==> config.mk <==
export PLATFORM = sky130hd
export DESIGN_NAME = owwm_ram
export DESIGN_NICKNAME = d
export VERILOG_FILES = /design/src/sv/owwm_ram.sv
export SDC_FILE = /design/constraint.sdc
export NUM_CORES = 1
export LEC_CHECK = 0
export ABC_AREA = 0
export ABC_CLOCK_PERIOD_IN_PS = 2200
export BUFFER_PORTS_ARGS = -buffer_cell sky130_fd_sc_hd__buf_2
export CELL_PAD_IN_SITES_DETAIL_PLACEMENT = 1
export CELL_PAD_IN_SITES_GLOBAL_PLACEMENT = 1
export CORE_ASPECT_RATIO = 0.7
export CORE_UTILIZATION = 53
export CTS_CLUSTER_SIZE = 20
export DETAILED_ROUTE_END_ITERATION = 8
export GPL_TIMING_DRIVEN = 0
export PLACE_DENSITY_LB_ADDON = 0.1
export SYNTH_ARGS = -nofsm -noshare
export SYNTH_HDL_FRONTEND = slang
export SYNTH_SLANG_ARGS = --single-unit
==> constraint.sdc <==
create_clock -name clk -period 2.2 [get_ports clk]
set_clock_uncertainty 0.15 [all_clocks]
set_input_delay 0.11 -clock clk [delete_from_list [all_inputs] [get_ports clk]]
set_output_delay 0.11 -clock clk [all_outputs]
set_load 0.02 [all_outputs]
==> src/sv/owwm_ram.sv <==
// Generic single-write, single-read RAM with registered read data.
// No dependencies.
module owwm_ram #(
    parameter int WIDTH = 8,
    parameter int DEPTH = 16
) (
    input  logic                     clk,
    input  logic                     we,
    input  logic [$clog2(DEPTH)-1:0] waddr,
    input  logic [WIDTH-1:0]         wdata,
    input  logic [$clog2(DEPTH)-1:0] raddr,
    output logic [WIDTH-1:0]         rdata
);
    logic [WIDTH-1:0] mem [DEPTH];

    always_ff @(posedge clk)
    begin
        if (we)
            mem[waddr] <= wdata;
        rdata <= mem[raddr];
    end
endmodule

=== Word level (Yosys, flattened, before mapping) ===
Memory sizes are Yosys's and may differ from the RTL's. A register that Yosys moved wholly into a read port is not among the register bits.
Index checks and enable logic that the tools add are counted.
W data, S select, Z words.

* Multiplexer cells: 2

{| class="wikitable"
|+ Operators with widths
! kind !! number
|-
| $mux W1 || 2
|}

* Register bits: 0
* Memory bits (writable): 128
* Input bits: 18
* Output and inout bits: 8
* Word-level logic and storage cells: 3
* Memories kept: 1

{| class="wikitable"
|+ Memories
! name !! depth !! bits a word !! rd ports !! clocked after memory_dff !! write ports !! RTL line !! RTL
|-
| mem || 16 || 8 || 1 || 1 || 1 || 14 || <nowiki>logic [WIDTH-1:0] mem [DEPTH];</nowiki>
|}

=== Longest topological paths before layout ===
* Depth in word-level cells: 2
* Depth in mapped cells: 5
* Gate-level depth less buffers: 3

=== Least setup slack after synthesis ===
No wires, ideal clock.

* Path type: input -> register
* Start point: in waddr[2]
* End point: mem mem[0][0], enable pin
* Library setup time: 0.383 ns
* Data arrival time: 1.220 ns
* Data required time: 1.667 ns
* Setup slack: 0.447 ns
* Stages on the path: 2
* Path buffers: 0
* Cell sequence: or3b_2 > nor3_1

{| class="wikitable"
|+ RTL lines
! element !! RTL line !! RTL
|-
| start, declared || 9 || <nowiki>input logic [$clog2(DEPTH)-1:0] waddr,</nowiki>
|-
| end, declared || 14 ||
|}

No word-level cell before the write port.

==> flow_metrics.tcl <==
set metrics [dict create \
    status "finished clean" \
    cp-start-kind "flip-flop" \
    fin_ws_ns 0.630 \
    syn2layout_area_growth_pct 17.1 \
    slew_headroom 0.181 \
    io-pin-count 26 \
    fin_cells 416 \
    arrival_ns 1.72 \
    final_nets 298 \
    clk_pin_slew_worst_paths_ns 0.06 \
    post-route-period-util 0.713 \
    drcViolationCount 0 \
    worst_pin_slew_ns 1.22 \
    power_leakage_uw 0.00203 \
    p_sw_uw 1180 \
    netlist_instances 229 \
    io_buffers 24 \
    path_class "reg -> reg" \
    p_int_uw 4530 \
    final_cell_mix "128 x edfxtp_1, 27 x buf_2, 18 x mux4_2" \
    cts_sinks 136 \
    initialDrtViolationCount 176 \
    yosysWarnings 0 \
    viasPerCell 5.91 \
    clockBufferDepth 2 \
    power_frac_comb 0.055 \
    drt_first_pass_iters 4 \
    clockPowerShare 0.436 \
    grt_usage 0.241 \
    synth_area_mm2 0.00515 \
    finalCriticalPeriod_ns 1.57 \
    critPathMaxFanout 1 \
    ctsHoldBuffers 8 \
    cellPowerDensity_mw_per_mm2 949 \
    die_w_um 120 \
    cts_inserted_buffers 17 \
    fin_util 0.651 \
    max_stage_delay_ns 0.59 \
    synth.distinct_cells 19 \
    cts_setup_buffers 0 \
    syn_nets 247 \
    wire_per_inst_um 25.9 \
    setup_violations 0 \
    h-tree-depth 4 \
    finalPower_uw 5720 \
    drive_gt1_frac 0.271 \
    routed_wl_um 10800 \
    yosysSeqAreaShare 0.778 \
    root_buffer "clkbuf_16" \
    crit_slowest_cell "mux4_1" \
    coreArea_mm2 0.00925 \
    ir_drop_mv 0.650 \
    dr_total_vias 2457 \
    cap_violations 0 \
    final_hold_viol_count 0 \
    grt_max_degree 17 \
    final_max_slew_viol_count 0 \
    switching_share 0.207 \
    antenna_found_initial 0 \
    drtAntennaViolNets 0 \
    synth_area_per_cell_um2 22.5 \
    die_area_mm2 0.0101 \
    diodes 0 \
    grt_first_pass_wirelength_um 16100 \
    final_common_cell "edfxtp_1" \
    place_congestion 0.658 \
    fp.dieH_um 84.5 \
    cts_tree "done" \
    ctsResizeCount 0 \
    place_inst 377 \
    insertion_delay_ns 0.41 \
    start_util 0.556 \
    dpl.hpwl_um 6890 \
    grt_pass1_vias 2530 \
    crit_chain "mux4_1 -> a22oi_1 -> nand2_1" \
    max_freq_ghz 0.637 \
    ys_seq_elements 136 \
    grt_setup_unrepaired "false" \
    p_seq_frac 0.510 \
    cp.required_ns 2.35 \
    num_rows 29 \
    overflow 0 \
    worstHoldPathType "in -> reg" \
    preCtsSetupSlack_ns -0.221 \
    cp-end-kind "flip-flop" \
]
==> Yosys cell counts <==
library cell     instances  share of area
and2_1                   1         0.0012
clkdlybuf4s25_2          3         0.0058
edfxtp_1               128           0.75
nor3_1                   4         0.0039
and2b_1                  1         0.0015
dfxtp_1                  8          0.031
nor2_1                  13         0.0095
nand2_1                  9         0.0066
nand3_1                  1        0.00097
nand3b_1                 2         0.0029
nand2b_1                 2         0.0024
buf_4                    1         0.0015
or3b_2                   1         0.0017
mux4_1                  14          0.071
a22oi_1                 16          0.023
buf_6                    3         0.0066
nor2b_1                  1         0.0012
mux4_2                  18          0.079
buf_2                    3         0.0029
==> metrics by stage <==
| step | hold WS, ns | TNS, ns | cell area [um2] |
|---|---|---|---|
| 5_1_grt | 0.0492 | 0 | 6030 |
| 2_1_floorplan | 0.0589 | 0 | 5150 |
| 3_5_place_dp | 0.377 | -1.77 | 5420 |
| 3_3_place_gp | 0.366 | -1.31 | 5420 |
| 6_report | 0.0325 | 0 | 6030 |
| 4_1_cts | 0.0843 | 0 | 6020 |
==> cell type report <==
class | count | area (um2)
fill | 770 | 3230
sequential | 136 | 4000
tap | 124 | 155
timing repair buffer | 32 | 200
clock buffer | 18 | 429
buffer | 10 | 86.3
clock inverter | 13 | 88.8
multi-input combinational | 83 | 1060
==> cells by family (layout without fill, tap and decap cells) <==
| kind of cell | after synthesis | count (layout) | share of synthesized area |
|---|---|---|---|
| compound gates | 16 | 16 | 0.0233 |
| buf+inv | 10 | 73 | 0.0168 |
| flops | 136 | 136 | 0.778 |
| mux | 32 | 32 | 0.150 |
| simple gates | 35 | 35 | 0.0318 |
==> registers in the layout (all words and copies together), names as in the netlist <==
name and cells:
mem 128, rdata 8
==> critical path: cells and delay by family, from the launching register on <==
family	cells	cell delay, ns
multiplexers	1	0.59
AO/OA/AOI/OAI	1	0.28
AND/OR/NAND/NOR	1	0.09
flip-flops	1	0.35
==> path summary, 6_finish.rpt <==
| path | start | to | slack (ns) | cells past startpoint |
|---|---|---|---|---|
| worst min register to register | mem[11][3]$_DFFE_PP_ | rdata[3]$_DFF_P_ | 0.55 | 3 |
| worst max register to register | mem[5][1]$_DFFE_PP_ | rdata[1]$_DFF_P_ | 0.63 | 3 |
| worst min-delay path | waddr[1] | mem[0][0]$_DFFE_PP_ | 0.03 | 2 |
| worst max-delay path | mem[5][1]$_DFFE_PP_ | rdata[1]$_DFF_P_ | 0.63 | 3 |
==> layer usage <==
layer  global-route usage  share of wire  vias to the layer above
met3               0.0713          0.068                       13
met4               0.0750         0.0099                        0
li1                     -              -                     1073
met1                0.370           0.46                     1280
met5                    0              0                        -
met2                0.337           0.46                       91
==> power groups by stage <==
stage	registers, uW	clock network [uW]	logic, uW
finish	2910	2490	312
global route	2920	2630	336
CTS	2910	2520	316
detailed placement	2970	0	303
global placement	2960	0	295
floorplan	2980	0	147
No activity file was read; power rests on OpenSTA's default activity.
